==> src/rtl/gww_pkg.sv <==
// ----------------------------------------------------------------------------
// gww_pkg
// Shared types and constants of the greedy word wrap block: item payloads,
// configuration register indexes and the command and status groups between
// the controller and the datapath.
// ----------------------------------------------------------------------------
`default_nettype none

package gww_pkg;

  localparam logic [7:0] CH_SPACE = 8'd32;
  localparam logic [7:0] CH_TAB   = 8'd9;
  localparam logic [7:0] CH_NL    = 8'd10;

  localparam int CFG_DATA_W = 12;

  typedef logic [1:0] cfg_idx_t;

  localparam cfg_idx_t CFG_MAX_WIDTH     = 2'd0;
  localparam cfg_idx_t CFG_GLYPH_ADVANCE = 2'd1;
  localparam cfg_idx_t CFG_LINE_CAPACITY = 2'd2;

  localparam logic [11:0] MAX_WIDTH_RST     = 12'd320;
  localparam logic [7:0]  GLYPH_ADVANCE_RST = 8'd8;
  localparam logic [6:0]  LINE_CAPACITY_RST = 7'd64;

  typedef struct packed {
    logic [7:0] char_byte;
    logic       end_of_text;
  } in_item_t;

  typedef struct packed {
    logic [7:0] out_char;
    logic       line_empty;
    logic       line_end;
  } out_item_t;

  // What the current byte does to the line.
  typedef enum logic [2:0] {
    ACT_DROP,
    ACT_NEWLINE,
    ACT_BREAK,
    ACT_CARRY,
    ACT_STORE,
    ACT_STORE_CAP
  } act_t;

  typedef struct packed {
    logic load_in;
    logic proc;
    logic emit_rd;
    logic emit_ld;
    logic mark_ld;
    logic scan_rd;
    logic scan_ld;
    logic scan_end;
  } cmd_t;

  typedef struct packed {
    act_t act;
    logic in_eot;
    logic scanning;
    logic scan_more;
    logic emit_zero;
    logic emit_mark;
    logic emit_last;
    logic out_free;
  } stat_t;

endpackage

`default_nettype wire

==> src/rtl/gww_in_if.sv <==
// ----------------------------------------------------------------------------
// gww_in_if
// Valid/ready channel that carries one text byte item.
// ----------------------------------------------------------------------------
`default_nettype none

interface gww_in_if;
  import gww_pkg::*;

  logic     valid;
  logic     ready;
  in_item_t data;

  modport source (output valid, output data, input ready);
  modport sink   (input valid, input data, output ready);
endinterface

`default_nettype wire

==> src/rtl/gww_out_if.sv <==
// ----------------------------------------------------------------------------
// gww_out_if
// Valid/ready channel that carries one character item of a wrapped line.
// ----------------------------------------------------------------------------
`default_nettype none

interface gww_out_if;
  import gww_pkg::*;

  logic      valid;
  logic      ready;
  out_item_t data;

  modport source (output valid, output data, input ready);
  modport sink   (input valid, input data, output ready);
endinterface

`default_nettype wire

==> src/rtl/gww_dp.sv <==
// ----------------------------------------------------------------------------
// gww_dp
// Datapath of the word wrap block: configuration registers, line memory,
// line bookkeeping, the per-byte decision, the rescan pointers and the
// output register.
// ----------------------------------------------------------------------------
`default_nettype none

module gww_dp #(
  parameter int LINE_BUF = 64
) (
  input  logic                              clk,
  input  logic                              rst,
  input  logic                              cfg_we,
  input  gww_pkg::cfg_idx_t                 cfg_index,
  input  logic [gww_pkg::CFG_DATA_W-1:0]    cfg_data,
  input  gww_pkg::in_item_t                 in_data,
  input  gww_pkg::cmd_t                     cmd,
  output gww_pkg::stat_t                    stat,
  input  logic                              out_ready,
  output logic                              out_valid,
  output gww_pkg::out_item_t                out_data
);
  import gww_pkg::*;

  localparam int AW  = $clog2(LINE_BUF);
  localparam int CPW = 10;

  // Configuration.
  logic [11:0] max_width;
  logic [7:0]  glyph_advance;
  logic [6:0]  line_capacity;

  // Line state.
  logic [7:0]    line_mem [LINE_BUF];
  logic [7:0]    rdata;
  logic [AW-1:0] count;
  logic [12:0]   width_sum;
  logic [AW-1:0] last_space_pos;
  logic          space_seen;
  logic          line_start;
  logic          swallow;
  logic [AW-1:0] trim_len;
  logic [AW-1:0] trim_sp;

  // Emit and rescan.
  logic [AW-1:0] emit_len;
  logic [AW-1:0] emit_idx;
  logic          emit_mark;
  logic [AW-1:0] scan_ptr;
  logic [AW-1:0] scan_end;
  logic          scanning;
  logic [7:0]    in_byte;
  logic [7:0]    cur_byte;

  logic           is_sp;
  logic           is_tab;
  logic           is_nl;
  logic [13:0]    width_next;
  logic           brk;
  logic [CPW-1:0] cap_raw;
  logic [CPW-1:0] cap_eff;
  logic           cap_hit;
  act_t           act;
  logic           eot_go;
  logic           do_store;
  logic           do_drop;
  logic           do_clear;
  logic           clr_swallow;
  logic [AW-1:0]  emit_len_next;
  logic           emit_mark_next;
  logic           emit_last;

  assign is_sp  = (cur_byte == CH_SPACE);
  assign is_tab = (cur_byte == CH_TAB);
  assign is_nl  = (cur_byte == CH_NL);

  assign width_next = {1'b0, width_sum} + 14'(glyph_advance);
  assign brk        = (width_next > 14'(max_width)) && (count != '0);

  always_comb begin
    cap_raw = CPW'(line_capacity);
    priority if (cap_raw < CPW'(2)) begin
      cap_eff = CPW'(2);
    end else if (cap_raw > CPW'(LINE_BUF)) begin
      cap_eff = CPW'(LINE_BUF);
    end else begin
      cap_eff = cap_raw;
    end
  end

  // The line goes out once it holds capacity minus one characters.
  assign cap_hit = (CPW'(count) + CPW'(2)) >= cap_eff;

  always_comb begin
    priority if (swallow && (is_sp || is_nl)) begin
      act = ACT_DROP;
    end else if (line_start && (is_sp || is_tab)) begin
      act = ACT_DROP;
    end else if (is_nl) begin
      act = ACT_NEWLINE;
    end else if (brk && !is_sp && space_seen) begin
      act = ACT_CARRY;
    end else if (brk) begin
      act = ACT_BREAK;
    end else if (cap_hit) begin
      act = ACT_STORE_CAP;
    end else begin
      act = ACT_STORE;
    end
  end

  assign eot_go   = cmd.load_in && in_data.end_of_text;
  assign do_store = cmd.proc && ((act == ACT_STORE) || (act == ACT_STORE_CAP));
  assign do_drop  = cmd.proc && (act == ACT_DROP);
  assign do_clear = eot_go || (cmd.proc && ((act == ACT_NEWLINE) || (act == ACT_BREAK) ||
                                            (act == ACT_CARRY) || (act == ACT_STORE_CAP)));
  // A break on a space or a full buffer keeps swallowing blanks on the next line.
  assign clr_swallow = cmd.proc && (((act == ACT_BREAK) && is_sp) || (act == ACT_STORE_CAP));

  always_comb begin
    emit_len_next = trim_len;
    if (!eot_go) begin
      unique case (act)
        ACT_CARRY:     emit_len_next = trim_sp;
        ACT_STORE_CAP: emit_len_next = is_sp ? trim_len : count + AW'(1);
        default:       emit_len_next = trim_len;
      endcase
    end
  end

  assign emit_mark_next = cmd.proc && (act == ACT_NEWLINE);
  assign emit_last      = (emit_idx + AW'(1)) == emit_len;

  always_ff @(posedge clk) begin
    if (rst) begin
      max_width      <= MAX_WIDTH_RST;
      glyph_advance  <= GLYPH_ADVANCE_RST;
      line_capacity  <= LINE_CAPACITY_RST;
      count          <= '0;
      width_sum      <= '0;
      last_space_pos <= '0;
      space_seen     <= 1'b0;
      line_start     <= 1'b1;
      swallow        <= 1'b0;
      trim_len       <= '0;
      trim_sp        <= '0;
      scanning       <= 1'b0;
      out_valid      <= 1'b0;
    end else begin
      if (cfg_we) begin
        unique case (cfg_index)
          CFG_MAX_WIDTH:     max_width     <= cfg_data[11:0];
          CFG_GLYPH_ADVANCE: glyph_advance <= cfg_data[7:0];
          CFG_LINE_CAPACITY: line_capacity <= cfg_data[6:0];
          default: ;
        endcase
      end

      if (do_clear) begin
        count          <= '0;
        width_sum      <= '0;
        last_space_pos <= '0;
        space_seen     <= 1'b0;
        line_start     <= 1'b1;
        swallow        <= clr_swallow;
        trim_len       <= '0;
        trim_sp        <= '0;
      end else if (do_store) begin
        count      <= count + AW'(1);
        width_sum  <= width_next[12:0];
        line_start <= 1'b0;
        swallow    <= 1'b0;
        if (is_sp) begin
          last_space_pos <= count;
          space_seen     <= 1'b1;
          trim_sp        <= trim_len;
        end else begin
          trim_len <= count + AW'(1);
        end
      end else if (do_drop) begin
        swallow <= swallow && is_sp;
      end

      if (cmd.proc && (act == ACT_CARRY)) begin
        scanning <= 1'b1;
      end else if (cmd.scan_end) begin
        scanning <= 1'b0;
      end

      if (cmd.emit_ld || cmd.mark_ld) begin
        out_valid <= 1'b1;
      end else if (out_ready) begin
        out_valid <= 1'b0;
      end
    end
  end

  always_ff @(posedge clk) begin
    if (do_store) begin
      line_mem[count] <= cur_byte;
    end
    if (cmd.emit_rd) begin
      rdata <= line_mem[emit_idx];
    end else if (cmd.scan_rd) begin
      rdata <= line_mem[scan_ptr];
    end

    if (cmd.load_in) begin
      in_byte  <= in_data.char_byte;
      cur_byte <= in_data.char_byte;
    end else if (cmd.scan_ld) begin
      cur_byte <= rdata;
    end else if (cmd.scan_end) begin
      cur_byte <= in_byte;
    end

    if (do_clear) begin
      emit_len  <= emit_len_next;
      emit_mark <= emit_mark_next;
      emit_idx  <= '0;
    end else if (cmd.emit_ld) begin
      emit_idx <= emit_idx + AW'(1);
    end

    // The word after the last space is read back from the old line.
    if (cmd.proc && (act == ACT_CARRY)) begin
      scan_ptr <= last_space_pos + AW'(1);
      scan_end <= count;
    end else if (cmd.scan_rd) begin
      scan_ptr <= scan_ptr + AW'(1);
    end

    if (cmd.emit_ld) begin
      out_data <= '{out_char: rdata, line_empty: 1'b0, line_end: emit_last};
    end else if (cmd.mark_ld) begin
      out_data <= '{out_char: 8'd0, line_empty: 1'b1, line_end: 1'b1};
    end
  end

  always_comb begin
    stat           = '0;
    stat.act       = act;
    stat.in_eot    = in_data.end_of_text;
    stat.scanning  = scanning;
    stat.scan_more = scan_ptr < scan_end;
    stat.emit_zero = (emit_len == '0);
    stat.emit_mark = emit_mark;
    stat.emit_last = emit_last;
    stat.out_free  = !out_valid || out_ready;
  end

  a_count_bound: assert property (@(posedge clk) disable iff (rst)
    {1'b0, count} <= (AW+1)'(LINE_BUF - 2))
    else $error("line count passed the buffer limit");

  a_trim_bound: assert property (@(posedge clk) disable iff (rst)
    trim_len <= count)
    else $error("trimmed length longer than the line");

  a_carry_scan: assert property (@(posedge clk) disable iff (rst)
    (cmd.proc && (act == ACT_CARRY)) |=> (scanning && (scan_ptr <= scan_end) &&
                                          (count == '0)))
    else $error("carry did not start a rescan on an empty line");

endmodule

`default_nettype wire

==> src/rtl/gww_ctrl.sv <==
// ----------------------------------------------------------------------------
// gww_ctrl
// Controller of the word wrap block: accepts bytes, sequences the decision
// cycle, the line emit loop and the rescan of a carried word.
// ----------------------------------------------------------------------------
`default_nettype none

module gww_ctrl (
  input  logic            clk,
  input  logic            rst,
  input  logic            in_valid,
  output logic            in_ready,
  input  gww_pkg::stat_t  stat,
  output gww_pkg::cmd_t   cmd
);
  import gww_pkg::*;

  typedef enum logic [2:0] {
    S_IDLE,
    S_PROC,
    S_EMIT,
    S_EMIT_LD,
    S_MARK,
    S_NEXT,
    S_SCAN_LD
  } state_t;

  state_t state;
  state_t state_next;
  state_t after_st;
  logic   reproc;
  logic   reproc_next;

  // Where to go once a line is out: the byte that broke the line is decided
  // again, otherwise the rescan goes on or the block waits for input.
  always_comb begin
    priority if (reproc) begin
      after_st = S_PROC;
    end else if (stat.scanning) begin
      after_st = S_NEXT;
    end else begin
      after_st = S_IDLE;
    end
  end

  always_comb begin
    cmd         = '0;
    in_ready    = 1'b0;
    state_next  = state;
    reproc_next = reproc;
    unique case (state)
      S_IDLE: begin
        in_ready = 1'b1;
        if (in_valid) begin
          cmd.load_in = 1'b1;
          if (stat.in_eot) begin
            reproc_next = 1'b0;
            state_next  = S_EMIT;
          end else begin
            state_next = S_PROC;
          end
        end
      end
      S_PROC: begin
        cmd.proc = 1'b1;
        unique case (stat.act)
          ACT_BREAK: begin
            reproc_next = 1'b1;
            state_next  = S_EMIT;
          end
          ACT_NEWLINE, ACT_CARRY, ACT_STORE_CAP: begin
            reproc_next = 1'b0;
            state_next  = S_EMIT;
          end
          default: begin
            reproc_next = 1'b0;
            state_next  = stat.scanning ? S_NEXT : S_IDLE;
          end
        endcase
      end
      S_EMIT: begin
        if (stat.emit_zero) begin
          state_next = stat.emit_mark ? S_MARK : after_st;
        end else begin
          cmd.emit_rd = 1'b1;
          state_next  = S_EMIT_LD;
        end
      end
      S_EMIT_LD: begin
        if (stat.out_free) begin
          cmd.emit_ld = 1'b1;
          state_next  = stat.emit_last ? after_st : S_EMIT;
        end
      end
      S_MARK: begin
        if (stat.out_free) begin
          cmd.mark_ld = 1'b1;
          state_next  = after_st;
        end
      end
      S_NEXT: begin
        if (stat.scan_more) begin
          cmd.scan_rd = 1'b1;
          state_next  = S_SCAN_LD;
        end else begin
          cmd.scan_end = 1'b1;
          state_next   = S_PROC;
        end
      end
      S_SCAN_LD: begin
        cmd.scan_ld = 1'b1;
        state_next  = S_PROC;
      end
      default: begin
        state_next = S_IDLE;
      end
    endcase
  end

  always_ff @(posedge clk) begin
    if (rst) begin
      state  <= S_IDLE;
      reproc <= 1'b0;
    end else begin
      state  <= state_next;
      reproc <= reproc_next;
    end
  end

  a_idle_no_scan: assert property (@(posedge clk) disable iff (rst)
    (state == S_IDLE) |-> !stat.scanning)
    else $error("waiting for input in the middle of a rescan");

  a_emit_nonzero: assert property (@(posedge clk) disable iff (rst)
    (state == S_EMIT_LD) |-> !stat.emit_zero)
    else $error("character read for an empty line");

  a_reproc_no_break: assert property (@(posedge clk) disable iff (rst)
    ((state == S_PROC) && reproc) |-> ((stat.act != ACT_BREAK) && (stat.act != ACT_CARRY)))
    else $error("a byte broke the line twice");

endmodule

`default_nettype wire

==> src/rtl/greedy_word_wrap.sv <==
// ----------------------------------------------------------------------------
// greedy_word_wrap: text bytes in, wrapped lines out one character per item.
// A byte that ends no line is accepted, then decided; each emitted character is a line
// memory read, then an output register load; a carried word is read back, loaded and decided byte by byte.
// Reset clears control state, loads 320 / 8 / 64; the line memory is not cleared.
// ----------------------------------------------------------------------------
`default_nettype none

module greedy_word_wrap #(
  parameter int LINE_BUF = 64
) (
  input  logic                           clk,
  input  logic                           rst,
  input  logic                           cfg_we,
  input  gww_pkg::cfg_idx_t              cfg_index,
  input  logic [gww_pkg::CFG_DATA_W-1:0] cfg_data,
  gww_in_if.sink                         text_in,
  gww_out_if.source                      line_out
);
  import gww_pkg::*;

  cmd_t  cmd;
  stat_t stat;

  gww_ctrl u_ctrl (
    .clk      (clk),
    .rst      (rst),
    .in_valid (text_in.valid),
    .in_ready (text_in.ready),
    .stat     (stat),
    .cmd      (cmd)
  );

  gww_dp #(
    .LINE_BUF (LINE_BUF)
  ) u_dp (
    .clk       (clk),
    .rst       (rst),
    .cfg_we    (cfg_we),
    .cfg_index (cfg_index),
    .cfg_data  (cfg_data),
    .in_data   (text_in.data),
    .cmd       (cmd),
    .stat      (stat),
    .out_ready (line_out.ready),
    .out_valid (line_out.valid),
    .out_data  (line_out.data)
  );

endmodule

`default_nettype wire
==> src/flat_wrapper.sv <==
// flat-port wrapper written by rule: the top's interface ports become plain ports
module greedy_word_wrap_flat import gww_pkg::*;
#(
  parameter int LINE_BUF = 64
)
  (clk, rst, cfg_we, cfg_index, cfg_data, text_in_valid, text_in_data, text_in_ready, line_out_valid, line_out_data, line_out_ready);
  gww_in_if text_in_i ();
  gww_out_if line_out_i ();
  input  logic clk;
  input  logic rst;
  input  logic cfg_we;
  input  gww_pkg::cfg_idx_t cfg_index;
  input  logic [gww_pkg::CFG_DATA_W-1:0] cfg_data;
  input wire logic [$bits(text_in_i.valid)-1:0] text_in_valid;
  input wire logic [$bits(text_in_i.data)-1:0] text_in_data;
  output wire logic [$bits(text_in_i.ready)-1:0] text_in_ready;
  output wire logic [$bits(line_out_i.valid)-1:0] line_out_valid;
  output wire logic [$bits(line_out_i.data)-1:0] line_out_data;
  input wire logic [$bits(line_out_i.ready)-1:0] line_out_ready;
  assign text_in_i.valid = text_in_valid;
  assign text_in_i.data = text_in_data;
  assign text_in_ready = text_in_i.ready;
  assign line_out_valid = line_out_i.valid;
  assign line_out_data = line_out_i.data;
  assign line_out_i.ready = line_out_ready;
  greedy_word_wrap #(.LINE_BUF(LINE_BUF)) u_core (.clk(clk), .rst(rst), .cfg_we(cfg_we), .cfg_index(cfg_index), .cfg_data(cfg_data), .text_in(text_in_i), .line_out(line_out_i));
endmodule
==> config.mk <==
export PLATFORM = sky130hd
export DESIGN_NAME = greedy_word_wrap_flat
export DESIGN_NICKNAME = d
export VERILOG_FILES = /design/src/rtl/gww_pkg.sv /design/src/rtl/gww_in_if.sv /design/src/rtl/gww_out_if.sv /design/src/rtl/gww_dp.sv /design/src/rtl/gww_ctrl.sv /design/src/rtl/greedy_word_wrap.sv /design/src/flat_wrapper.sv
export SDC_FILE = /design/constraint.sdc
export NUM_CORES = 1
export LEC_CHECK = 0
export BUFFER_PORTS_ARGS = -buffer_cell sky130_fd_sc_hd__buf_2
export CAP_MARGIN = 0
export CORE_MARGIN = 8
export CORE_UTILIZATION = 35
export DETAILED_ROUTE_END_ITERATION = 10
export HOLD_SLACK_MARGIN = 0.1
export PLACE_DENSITY = 0.53
export SYNTH_ARGS = -nofsm -noshare
export SYNTH_HDL_FRONTEND = slang
export SYNTH_SLANG_ARGS = --single-unit
==> constraint.sdc <==
create_clock -name clk -period 4.51 [get_ports clk]
set_clock_uncertainty 0.1 [all_clocks]
set_input_delay 0.2255 -clock clk [delete_from_list [all_inputs] [get_ports clk]]
set_output_delay 0.2255 -clock clk [all_outputs]
set_load 0.01 [all_outputs]
# --- After elaboration in Yosys (flattened, before gate mapping) ---
# Memory sizes are Yosys's and may differ from the RTL's. A register that Yosys moved wholly into a read port is not among the register bits.
# Cells that the tools add are included.
totals:
  reg_bits: 132
  mem_bits_rw: 512
  in_bits: 28
  output_inout_bits: 12
  elab_cells: 168
  mem_count: 1
memory_table:
  columns: ["name", "depth", "width", "rd", "rd_ports_with_merged_regs", "write_ports", "line_no", "text"]
  rows:
  - ["u_core.u_dp.line_mem", 64, 8, 2, 2, 1, "gww_dp.sv:35", "logic [7:0] line_mem [LINE_BUF];"]
classes:
  addsub: 6
  n_lt_le_gt_ge: 5
  n_eq_ne: 21
  n_mux: 62
  reduce_logical: 47
ops:
  columns: ["operator", "n"]
  rows:
  - ["$mux 3", 15]
  - ["$mux 6", 7]
  - ["$mux 8", 5]
  - ["$mux 1", 27]
  - ["$add 6x1->6 const B", 4]
  - ["$pmux 3 s7", 1]
  - ["$mux 10", 2]
  - ["$eq 8x4->1 const B", 2]
  - ["$eq 3x3->1 const B", 5]
  - ["$add 13x8->14", 1]
  - ["$gt 14x12->1", 1]
  - ["$logic_and 1x1->1", 14]
  - ["$mux 7", 2]
  - ["$eq 3x2->1 const B", 4]
  - ["$pmux 6 s2", 1]
  - ["$reduce_bool 2->1", 6]
  - ["$ge 7x10->1", 1]
  - ["$logic_or 1x1->1", 10]
  - ["$eq 8x6->1 const B", 1]
  - ["$reduce_and 2->1", 4]
  - ["$add 6x2->7 const B", 1]
  - ["$gt 7x7->1 const B", 1]
  - ["$lt 7x2->1 const B", 1]
  - ["$eq 3x1->1 const B", 2]
  - ["17 further kinds", 23]

# --- Longest topological paths before layout ---
# Gate-level depths: netlist of the first run.
depth:
  word_depth: 17
  depth_mapped: 24
  ltp_nobuf: 23

# --- Hierarchy ---
# A second synthesis of the first run with hierarchy kept.
hier_totals:
  hier_cells: 1867
  hier_area_um2: 31467.7
modules_own_cells:
  columns: ["module", "n_inst", "cells_per_inst", "area_each_um2", "seq_area_each_um2"]
  rows:
  - ["gww_dp", 1, 1799, 30925.9, 18697.9]
  - ["gww_ctrl", 1, 68, 541.8, 80.1]

# --- Least setup slack after synthesis of the first run ---
# No wires, ideal clock.
synth_timing:
  path_kind: "reg-to-reg"
  start: "reg u_core.u_dp.glyph_advance[0]"
  end: "reg u_core.u_dp.scan_ptr[4] (data pin)"
  setup_time_ns: 0.260
  t_arrival_ns: 4.408
  required_ns: 4.150
  path_slack_ns: -0.259
  path_stages_with_launch: 25
  path_buffers: 2
  synth_period_minus_slack_ns: 4.769
  cell_sequence: "dfxtp_1 -> ha_1 -> inv_1 -> fa_1 -> nand2b_1 -> a21oi_1 -> nor2_1 -> o21ai_0 -> xor2_1 -> ha_1 -> o21ai_0 -> o21ai_0 -> a2111oi_0 -> o22ai_1 -> nor3_1 -> or3_1 -> clkbuf_2 -> buf_2 -> nand2_1 -> nand2_1 -> ha_1 -> nand3_1 -> xnor2_1 -> nor2_1 -> a21oi_1"
synth_between:
  elab_chain_len: 12
  elab_cells_between_ends: 13
  cone_classes: "add/sub: 1; order compare: 1; eq/ne: 1; mux: 6; reduce/logical: 4"
synth_rtl:
  columns: ["element", "line_no", "text"]
  rows:
  - ["from (decl)", "gww_dp.sv:31", "logic [7:0] glyph_advance;"]
  - ["from (signal assigned)", "gww_dp.sv:154", "CFG_GLYPH_ADVANCE: glyph_advance <= cfg_data[7:0];"]
  - ["$add 13x8->14 (*)", "gww_dp.sv:78", "assign width_next = {1'b0, width_sum} + 14'(glyph_advance);"]
  - ["net u_core.u_dp.width_next[8]", "gww_dp.sv:59", "logic [13:0] width_next;"]
  - ["$gt 14x12->1 (*)", "gww_dp.sv:79", "assign brk = (width_next > 14'(max_width)) && (count != '0);"]
  - ["$logic_and 1x1->1 (*)", "gww_dp.sv:79", null]
  - ["$logic_and 1x1->1 (2 in a row)", "gww_dp.sv:102", "end else if (brk && !is_sp && space_seen) begin"]
  - ["$mux 3 (*)", "gww_dp.sv:102", null]
  - ["$mux 3 (*)", "gww_dp.sv:100", "end else if (is_nl) begin"]
  - ["$mux 3 (*)", "gww_dp.sv:98", "end else if (line_start && (is_sp || is_tab)) begin"]
  - ["$mux 3 (*)", "gww_dp.sv:96", "priority if (swallow && (is_sp || is_nl)) begin"]
  - ["$eq 3x2->1 (*)", "gww_dp.sv:227", "if (cmd.proc && (act == ACT_CARRY)) begin"]
  - ["$logic_and 1x1->1 (*)", "gww_dp.sv:227", null]
  - ["$mux 6 (*)", "gww_dp.sv:227", null]
  - ["to (signal assigned)", "gww_dp.sv:228", "scan_ptr <= last_space_pos + AW'(1);"]
  - ["to (signal assigned)", "gww_dp.sv:231", "scan_ptr <= scan_ptr + AW'(1);"]
  - ["to (decl)", "gww_dp.sv:50", "logic [AW-1:0] scan_ptr;"]
# The timed path passes the listed nets; every way through them passes the cells marked *.
# A chain may end at the register's enable or synchronous reset.

# --- Final worst setup path of the first run ---
layout_timing:
  start: "reg u_core.u_dp.glyph_advance[0]"
  end: "mem u_core.u_dp.line_mem[19][4], enable pin"
layout_between:
  elab_chain_len: 14
  elab_cells_between_ends: 16
  cone_classes: "add/sub: 1; order compare: 1; eq/ne: 2; mux: 7; reduce/logical: 5"
layout_rtl:
  columns: ["element", "line_no", "text"]
  rows:
  - ["$add 13x8->14 (*)", "gww_dp.sv:78", null]
  - ["net u_core.u_dp.width_next[11]", "gww_dp.sv:59", null]
  - ["$gt 14x12->1 (*)", "gww_dp.sv:79", null]
  - ["$logic_and 1x1->1 (*)", "gww_dp.sv:79", null]
  - ["$logic_and 1x1->1 (2 in a row)", "gww_dp.sv:102", null]
  - ["$mux 3 (*)", "gww_dp.sv:102", null]
  - ["$mux 3 (*)", "gww_dp.sv:100", null]
  - ["$mux 3 (*)", "gww_dp.sv:98", null]
  - ["$mux 3 (*)", "gww_dp.sv:96", null]
  - ["$eq 3x3->1", "gww_dp.sv:114", "assign do_store = cmd.proc && ((act == ACT_STORE) || (act == ACT_STORE_CAP));"]
  - ["$logic_or 1x1->1 (*)", "gww_dp.sv:114", null]
  - ["$logic_and 1x1->1 (*)", "gww_dp.sv:114", null]
  - ["$mux 1 (*)", "gww_dp.sv:200", "if (do_store) begin"]
  - ["$mux 1 (not written as such) (*)", "gww_dp.sv:201", "line_mem[count] <= cur_byte;"]
  - ["to (decl)", "gww_dp.sv:35", null]
# Marked as above.

==> results of run 1 <==
[worst paths after layout]
check / end / slack (ns) / depth (start not counted)
max: u_core.u_dp.line_mem[19][4]$_DFFE_PP_ / 0.05 / 19
min: u_core.u_dp.max_width[4]$_SDFFE_PP0P_ / 0.15 / 4
max reg2reg: u_core.u_dp.line_mem[19][4]$_DFFE_PP_ / 0.05 / 19
min reg2reg: u_core.u_dp.trim_sp[1]$_SDFFE_PP0P_ / 0.35 / 2
[placed cells by master (no fill, tap or decap), drive strengths merged, types with 30 or more instances in the layout]
cell type and instances:
clkbuf 90, mux4 320, clkinv 30, nand2 106, ha 40, inv 45
dfxtp 92, a21oi 54, dlygate4sd3 39, buf 222, mux2i 41, edfxtp 564
nor2 139, o21ai 35
[flip-flops by register name, summed over array words and instances (netlist names), 3 cells and up, named ones only]
register / cells
u_core.u_dp.line_mem: 512
u_core.u_dp.width_sum: 13
u_core.u_dp.max_width: 12
u_core.u_dp.out_data: 10
u_core.u_dp.cur_byte: 8
u_core.u_dp.glyph_advance: 8
u_core.u_dp.in_byte: 8
u_core.u_dp.rdata: 8
u_core.u_dp.line_capacity: 7
u_core.u_dp.count: 6
u_core.u_dp.emit_idx: 6
u_core.u_dp.emit_len: 6
u_core.u_dp.last_space_pos: 6
u_core.u_dp.scan_end: 6
u_core.u_dp.scan_ptr: 6
u_core.u_dp.trim_len: 6
u_core.u_dp.trim_sp: 6
u_core.u_ctrl.state: 3
[critical path, stage by stage, from the launching register on]
cell,delay (ns)
dfxtp_2,0.33
ha_4,0.16
buf_6,0.12
a211oi_4,0.24
o21ai_2,0.12
a31oi_2,0.25
nor2_2,0.07
xor2_1,0.16
ha_1,0.32
a211oi_2,0.24
o21ai_1,0.13
a2111oi_2,0.31
buf_4,0.18
o22ai_4,0.08
or3_4,0.42
nor2_4,0.27
nand3_2,0.13
buf_12,0.17
nor2_1,0.16
buf_6,0.18
[report_power, final]
| part | switching [W] | internal, W | leakage (nW) |
|---|---|---|---|
| Clock | 0.00243 | 0.00337 | 1.12 |
| Combinational | 0.000647 | 0.000446 | 5.06 |
| Sequential | 0.0000630 | 0.00675 | 5.85 |
[per-stage QoR]
stage	area, um^2	total power [W]	setup WS (ns)
final	36900	0.0137	0.0506
after floorplan	30900	0.00754	-0.0171
after global routing	36900	0.0141	-0.212
after detailed placement	33700	0.00801	-0.445
after CTS	36500	0.0138	0.00907
after global placement	33700	0.00800	-0.355
[per-layer routing]
| layer | wire (um) | up-vias | track usage (%) |
|---|---|---|---|
| met5 | 0 | - | 0 |
| met3 | 5300 | 126 | 3.03 |
| met1 | 36900 | 9569 | 24.0 |
| met4 | 2570 | 0 | 5.07 |
| met2 | 43600 | 596 | 29.3 |
| li1 | - | 7848 | - |
[kinds of logic (layout without fill, tap and decap cells)]
| group | count (synthesis) | after routing |
|---|---|---|
| mux | 378 | 378 |
| buf+inv | 157 | 435 |
| fa+ha+maj | 41 | 41 |
| xor+xnor | 52 | 52 |
| compound gates | 172 | 172 |
| flops | 656 | 656 |
| simple gates | 362 | 362 |
[layout make-up]
cell class / instances / share of cell area [%]
multi-input combinational: 1005 / 32.0
sequential: 656 / 51.0
timing repair buffer: 261 / 6.46
inverter: 40 / 0.407
clock inverter: 44 / 1.07
tap: 1165 / 3.95
clock buffer: 90 / 5.18
[timing repair]
item                                   CTS  global route
pin swaps                                3            20
setup endpoints to repair              585           577
endpoints found under the hold margin   50             0
setup buffers                            1             5
gates resized for setup                 17            91
hold buffers                            39             0
gates cloned                             0             0
==> results.ini, run 1 <==
[power_and_ir_drop]
vdd_ir_drop_max_uv=233
p_leak_nw=12.0
power.density_nw_per_um2=371

[setup_path]
startpoint_type=register
critPathLaunch=u_core.u_dp.glyph_advance[0]$_SDFFE_PP0P_
path_class=register to register
critPathCaptureType=register
crit_required_ns=4.72
arrival_ns=4.67
rr_startpoint=u_core.u_dp.glyph_advance[0]$_SDFFE_PP0P_
cp_max_fo=8

[detailed_routing]
drt_iter0_drc=1714
dr.pass1.iters=8
drc=0
num_vias=18139
routedWlPerCell_um=27.1
routed_wl_mm=88.3
antenna_left=0
viasPerCell=5.56

[synthesis]
synth_cells=1818
netlist_area_um2=30900
synth_common_cells=564 x edfxtp_1, 320 x mux4_2, 138 x nor2_1, 106 x nand2_1, 92 x dfxtp_1
synth.most_common_cell=edfxtp_1
synth.avg_cell_area_um2=17.0
synth_warnings=0
synth_top_family_by_area=multiplexers
synth-simple-area-share_pct=5.29
async_flop_share_pct=0
synth_mux_area_share_pct=25.3
synth_top_area_share_pct=54.8
synth_area_leaders=edfxtp_1 55%, mux4_2 23%, dfxtp_1 6.0%
synth_compound_area_share_pct=3.57
ys_ff_latch=656
synth_edf_count=564
yosys.area.top_type=edfxtp_1
synth_adder_area_share_pct=1.68
ys_types=58
synth_nets=1887
ys_seq_area_share_pct=60.7
synth_xor_xnor_area_share_pct=1.47
synth_flop_cell=edfxtp_1

[placed_design]
place_congestion=0.889
dp_hpwl_mm=59.7
port_buffers=39
placed_cells=3082

[floorplanning]
core_um2=88000
start_util_pct=35.1
die_h_um=313
num_rows=109
io_pins=40
design.die.area_um2=98100
fp.dieW_um=313

[grt]
overflow=0
track_usage_pct=17.7
grt_start_max_net_pins=65
antenna_found_initial=0
grt_first_pass_wirelength_mm=129
first_global_vias=18498

[clocking]
clk_pin_slew_worst_paths_ns=0.06
cts_tree=built
clk_path_buf_depth=3
htreeDepth=3
cts_root_buf=clkbuf_16
clkSinkCount=656
cts_buffers=73
clock_latency_ns=0.61

[worst_hold_path]
worstHoldPathType=input pin to register
min-delay-start=cfg_index[1]

[final_layout]
post-route-util_pct=42.0
area_delta_synth_final_pct=19.4
antenna_cells=0
multiInputGateArea_um2=11800
fillCellCount=7795
drive_gt1_share_pct=34.9
seq_area_um2=18800
final_cells=3261
nNetsFinal=2106

[run_status]
status=complete, no violations

[sta]
whs_ns=0.153
finalCriticalPeriod_ns=4.46
relSlewSlack_pct=29.1
setup_tns_ns=0
rsz0062_at_grt=yes
post-route-period-util_pct=98.9
hold_violations=0
max_freq_mhz=224
tightestPinTransition_ns=1.06
final_max_slew_viol_count=0
finalSetupViolCount=0

[job]
drv_cap=0

Power figures use the tool's default switching activity.
==> run 2: changes to the inputs <==
--- a/config.mk
+++ b/config.mk
@@ -8,10 +8,10 @@
 export BUFFER_PORTS_ARGS = -buffer_cell sky130_fd_sc_hd__buf_2
 export CAP_MARGIN = 0
 export CORE_MARGIN = 8
-export CORE_UTILIZATION = 35
+export CORE_UTILIZATION = 47
 export DETAILED_ROUTE_END_ITERATION = 10
 export HOLD_SLACK_MARGIN = 0.1
-export PLACE_DENSITY = 0.53
+export PLACE_DENSITY = 0.72
 export SYNTH_ARGS = -nofsm -noshare
 export SYNTH_HDL_FRONTEND = slang
 export SYNTH_SLANG_ARGS = --single-unit
==> run 2 against run 1 <==
Maximum frequency is 0.91% higher. Wire length shrank 7.3%. Combinational power shrank 5%. Setup slack better by 0.040 ns. Critical path type unchanged.
==> results.ini, run 2 (synthesis gave the netlist of run 1 again) <==
[setup_path]
crit_buf_inv=3
critPathCaptureType=register
slowest_delay_ns=0.37
timing.rr.end=u_core.u_dp.line_mem[40][3]$_DFFE_PP_
r2r_slack_ns=0.09
r2r_cells=18
cp_max_fo=8
slowest_stage=or3_4
rr_startpoint=u_core.u_dp.width_sum[0]$_SDFFE_PP0P_
arrival_ns=4.62
crit_required_ns=4.71
crit_family=compound AO/OA/AOI/OAI gates
path_cells=ha_4 > buf_4 > a211oi_4 > o21ai_2 > a31oi_2 > nor2_1 > xor2_1 > ha_1 > a211oi_2 > o21ai_2 > a2111oi_4 > o22ai_2 > or3_4 > nor2_4 > nand3_2 > buf_12 > nor2_2 > buf_6
cp.depth=18
path_class=register to register
cp_common_cell=o21ai_2
startpoint_type=register

[detailed_routing]
drt_iter0_drc=2606
routedWlPerCell_um=28.1
viasPerCell=6.40
num_vias=18667
drc=0
routed_wl_mm=81.9
antenna_left=0
dr.pass1.iters=6

[final_layout]
area_delta_synth_final_pct=16.6
nNetsFinal=2072
top_regs=u_core.u_dp.line_mem: 512 flops, u_core.u_dp.width_sum: 13 flops, u_core.u_dp.max_width: 12 flops
final_cells=2917
largest_reg_flops=512
layout_common_cells=564 x edfxtp_1, 320 x mux4_2, 114 x nor2_1, 113 x buf_4, 105 x nand2_1
final_common_cell=edfxtp_1
drive_gt1_share_pct=34.2
antenna_cells=0
largest_register=u_core.u_dp.line_mem

[floorplanning]
start_util_pct=47.3
die_h_um=272
fp.dieW_um=272
io_pins=40
num_rows=94
design.die.area_um2=74200
core_um2=65400

[clocking]
htreeDepth=3
cts_root_buf=clkbuf_16
clk_path_buf_depth=3
clk_pin_slew_worst_paths_ns=0.06
cts_buffers=66
cts_tree=built
clkSinkCount=656
clock_latency_ns=0.59

[sta]
tightestPinTransition_ns=1.04
finalSetupViolCount=0
finalCriticalPeriod_ns=4.42
setup_tns_ns=0
relSlewSlack_pct=30.7
post-route-period-util_pct=98.0
max_freq_mhz=226
hold_violations=0
final_max_slew_viol_count=0
rsz0062_at_grt=yes
whs_ns=0.180

[worst_hold_path]
min-delay-start=cfg_index[0]
holdPathEnd=u_core.u_dp.max_width[1]$_SDFFE_PP0P_
min_path_cells=4
worstHoldPathType=input pin to register

[power_and_ir_drop]
p_leak_nw=11.8
vdd_ir_drop_max_uv=201
power.density_nw_per_um2=367

[grt]
antenna_found_initial=1
grt_first_pass_wirelength_mm=123
first_global_vias=18606
track_usage_pct=22.1
overflow=0
grt_start_max_net_pins=65

[job]
drv_cap=0

[placed_design]
port_buffers=39
place_congestion=0.959
placed_cells=2758
dp_hpwl_mm=54.1

[run_status]
status=complete, no violations

==> run 2: changes by cell type in the layout (fill, tap and decap cells not counted), moves of 5 or more <==
cell	delta
nor2_1	-5
buf_12	-7
nor2_2	+5
buf_6	-9
buf_4	-11
==> run 2: routing by layer <==
layer / global-route usage (%) / vias to the layer above / wire, um
met4: 6.57 / 2 / 2560
met1: 30.1 / 9653 / 30700
met3: 4.22 / 154 / 8070
li1: - / 7768 / -
met2: 36.0 / 1090 / 40600
met5: 0 / - / 12
==> run 2: final cells by class <==
cell class,count,area (um^2)
clock buffers,86,1850
clock inverters,32,254
fillers,4979,29300
inverters,40,150
multi-input cells,1005,11800
flip-flops and latches,656,18800
well taps,864,1080
repair buffers,234,2060
==> run 2: power breakdown <==
group / internal, W / switching (W) / total, W
sequential: 0.00675 / 0.0000736 / 0.00682
clock: 0.00312 / 0.00226 / 0.00538
combinational: 0.000436 / 0.000605 / 0.00104
==> run 2: metrics by stage <==
| step | utilization, % | area [um^2] | setup WS (ns) | total power, W |
|---|---|---|---|---|
| 3_5_place_dp | 50.6 | 33100 | -0.230 | 0.00794 |
| 3_3_place_gp | 50.6 | 33100 | -0.0646 | 0.00792 |
| 4_1_cts | 54.5 | 35600 | 0.0447 | 0.0133 |
| 5_1_grt | 55.1 | 36000 | -0.135 | 0.0136 |
| 6_report | 55.1 | 36000 | 0.0909 | 0.0132 |
| 2_1_floorplan | - | 30900 | -0.0171 | 0.00754 |
==> run 2: worst min-delay path: stages <==
cell	delay [ns]
buf_2	0.11
or3b_2	0.28
nand2_1	0.09
a21oi_1	0.13
==> run 2: repair_timing <==
action / CTS / global route
endpoints found under the hold margin: 51 / 0
hold buffers: 38 / 0
resized for setup: 9 / 99
pin swaps: 3 / 30
buffers inserted: 0 / 3
endpoints found under the setup margin: 554 / 547
==> run 2: how the worst max path moves through the flow <==
stage / startpoint / to / slack (ns)
after floorplan: u_core.u_dp.glyph_advance[1]$_SDFFE_PP0P_ / u_core.u_dp.line_mem[41][0]$_DFFE_PP_ / -0.02
after global placement: u_core.u_dp.glyph_advance[0]$_SDFFE_PP0P_ / u_core.u_dp.line_mem[26][7]$_DFFE_PP_ / -0.06
after detailed placement: u_core.u_dp.glyph_advance[1]$_SDFFE_PP0P_ / u_core.u_dp.scan_ptr[4]$_DFFE_PN_ / -0.23
after CTS: u_core.u_dp.glyph_advance[0]$_SDFFE_PP0P_ / u_core.u_dp.scan_ptr[4]$_DFFE_PN_ / 0.04
after global routing: u_core.u_dp.width_sum[0]$_SDFFE_PP0P_ / u_core.u_dp.scan_ptr[4]$_DFFE_PN_ / -0.13
final: u_core.u_dp.width_sum[0]$_SDFFE_PP0P_ / u_core.u_dp.line_mem[40][3]$_DFFE_PP_ / 0.09
==> run 3: changes to the inputs <==
--- a/config.mk
+++ b/config.mk
@@ -12,6 +12,7 @@
 export DETAILED_ROUTE_END_ITERATION = 10
 export HOLD_SLACK_MARGIN = 0.1
 export PLACE_DENSITY = 0.72
+export SETUP_SLACK_MARGIN = 0.15
 export SYNTH_ARGS = -nofsm -noshare
 export SYNTH_HDL_FRONTEND = slang
 export SYNTH_SLANG_ARGS = --single-unit
==> run 3 against run 2 <==
Sequential share of layout area decreased by 0.91 points. Clock power increased by 4.1%. Sequential power about the same. Global-route usage decreased by 0.55 points. Combinational power about the same. Critical endpoint is now u_core.u_dp.line_mem[49][1]$_DFFE_PP_.
==> results.ini, run 3 (synthesis gave the netlist of run 1 again) <==
[sta]
max_freq_mhz=224
post-route-period-util_pct=99.1
tightestPinTransition_ns=0.926
hold_violations=0
finalSetupViolCount=0
setup_tns_ns=0
whs_ns=0.265
final_max_slew_viol_count=0
rsz0062_at_grt=yes
relSlewSlack_pct=38.1
finalCriticalPeriod_ns=4.47

[floorplanning]
fp.dieW_um=272
start_util_pct=47.3
core_um2=65400
die_h_um=272
num_rows=94
design.die.area_um2=74200
io_pins=40

[grt]
track_usage_pct=21.5
grt_start_max_net_pins=65
antenna_found_initial=0
first_global_vias=18705
grt_first_pass_wirelength_mm=120
overflow=0

[power_and_ir_drop]
pwr-share-comb_pct=7.7
p_int_w=0.0105
power.density_nw_per_um2=367
switching_share_pct=22.3
p_switching_w=0.00300
p_leak_nw=12.0
seqPwrFrac_pct=50.7
vdd_ir_drop_max_uv=214
clkPwrFrac_pct=41.6

[final_layout]
post-route-util_pct=56.1
antenna_cells=0
largest_reg_flops=512
fillCellCount=4885
final_common_cell=edfxtp_1
largest_register=u_core.u_dp.line_mem
nNetsFinal=2083
layout_common_cells=564 x edfxtp_1, 320 x mux4_2, 104 x nand2_1, 84 x dfxtp_1, 78 x nor2_1
area_delta_synth_final_pct=18.6
drive_gt1_share_pct=36.3
top_regs=u_core.u_dp.line_mem: 512 flops, u_core.u_dp.width_sum: 13 flops, u_core.u_dp.max_width: 12 flops

[detailed_routing]
drc=0
viasPerCell=6.37
drt_iter0_drc=2376
antenna_left=0
routed_wl_mm=81.8
dr.pass1.iters=5
routedWlPerCell_um=27.9
num_vias=18647

[clocking]
clk_pin_slew_worst_paths_ns=0.07
clk_path_buf_depth=3
cts_buffers=69
cts_tree=built
clkSinkCount=656
clock_latency_ns=0.60
cts_root_buf=clkbuf_16
htreeDepth=3

[setup_path]
startpoint_type=register
crit_required_ns=4.71
arrival_ns=4.67
slowest_stage=or3_4
path_cells=ha_1 > a211oi_2 > o21ai_2 > a21o_1 > a21oi_2 > xnor2_2 > ha_1 > a211oi_2 > o21ai_2 > a2111oi_4 > o22ai_2 > or3_4 > nor2_4 > buf_12 > nand3_4 > buf_12 > nor2_4 > buf_6
cp_max_fo=8
slowest_delay_ns=0.43
r2r_cells=18
critPathCaptureType=register
path_class=register to register

[placed_design]
place_congestion=0.924
port_buffers=39
dp_hpwl_mm=53.4

[job]
drv_cap=0

[run_status]
status=complete, no violations

[worst_hold_path]
min_path_cells=2
worstHoldPathType=input pin to register

-- run 3: through the flow --
step | instances | setup WS (ns) | power (W) | instance area, um^2
after global placement | 2756 | -0.0987 | 0.00791 | 33100
after detailed placement | 2756 | -0.189 | 0.00793 | 33100
after global routing | 2929 | -0.141 | 0.0138 | 36700
after CTS | 2922 | 0.149 | 0.0135 | 35800
after floorplan | 1818 | 0.0849 | 0.00754 | 31000
final | 2929 | 0.0396 | 0.0135 | 36700
-- run 3: timing repair --
item,CTS,global route
pin swaps,1,46
hold buffers,41,0
cloned,0,1
endpoints found under the setup margin,559,591
gates resized for setup,17,204
hold endpoints to repair,51,0
buffers inserted,3,6
-- run 3: final cells by class --
type                            instances  area, um^2  area share, %
Clock buffer                           81        1860           5.06
Clock inverter                         41         349          0.952
Inverter                               40         154          0.420
Multi-Input combinational cell       1005       12100           32.9
Sequential cell                       656       18800           51.2
Tap cell                              864        1080           2.95
Timing Repair Buffer                  242        2360           6.44
-- run 3: layer usage --
metal  GRT usage, %  vias to the layer above  wire, um
met2           36.1                     1041     41200
met4           6.99                        0      2810
met1           28.1                     9650     30600
li1               -                     7788         -
met3           4.17                      168      7130
met5              0                        -         0
-- run 3: worst paths after layout --
kind              slack, ns                                 startpoint                                    end
setup / recovery       0.04  u_core.u_dp.glyph_advance[1]$_SDFFE_PP0P_  u_core.u_dp.line_mem[49][1]$_DFFE_PP_
hold / removal         0.26                            text_in_data[4]       u_core.u_dp.in_byte[3]$_DFFE_PP_
setup reg to reg       0.04  u_core.u_dp.glyph_advance[1]$_SDFFE_PP0P_  u_core.u_dp.line_mem[49][1]$_DFFE_PP_
hold reg to reg        0.36        u_core.u_dp.trim_sp[4]$_SDFFE_PP0P_    u_core.u_dp.trim_sp[4]$_SDFFE_PP0P_
-- run 3: power groups by stage --
stage,combinational [W],clock (W),sequential [W]
floorplan,0.000560,0,0.00698
CTS,0.00102,0.00566,0.00682
global placement,0.000960,0,0.00695
finish,0.00104,0.00560,0.00682
detailed placement,0.000982,0,0.00695
global route,0.00110,0.00587,0.00683
-- run 3: worst max-delay path, delay by kind of cell (launching register included) --
family          cells  cell delay, ns
flops               1            0.33
compound gates      8            1.61
simple gates        4            0.80
fa+ha+maj           2            0.66
buf+inv             3            0.55
xor+xnor            1            0.10
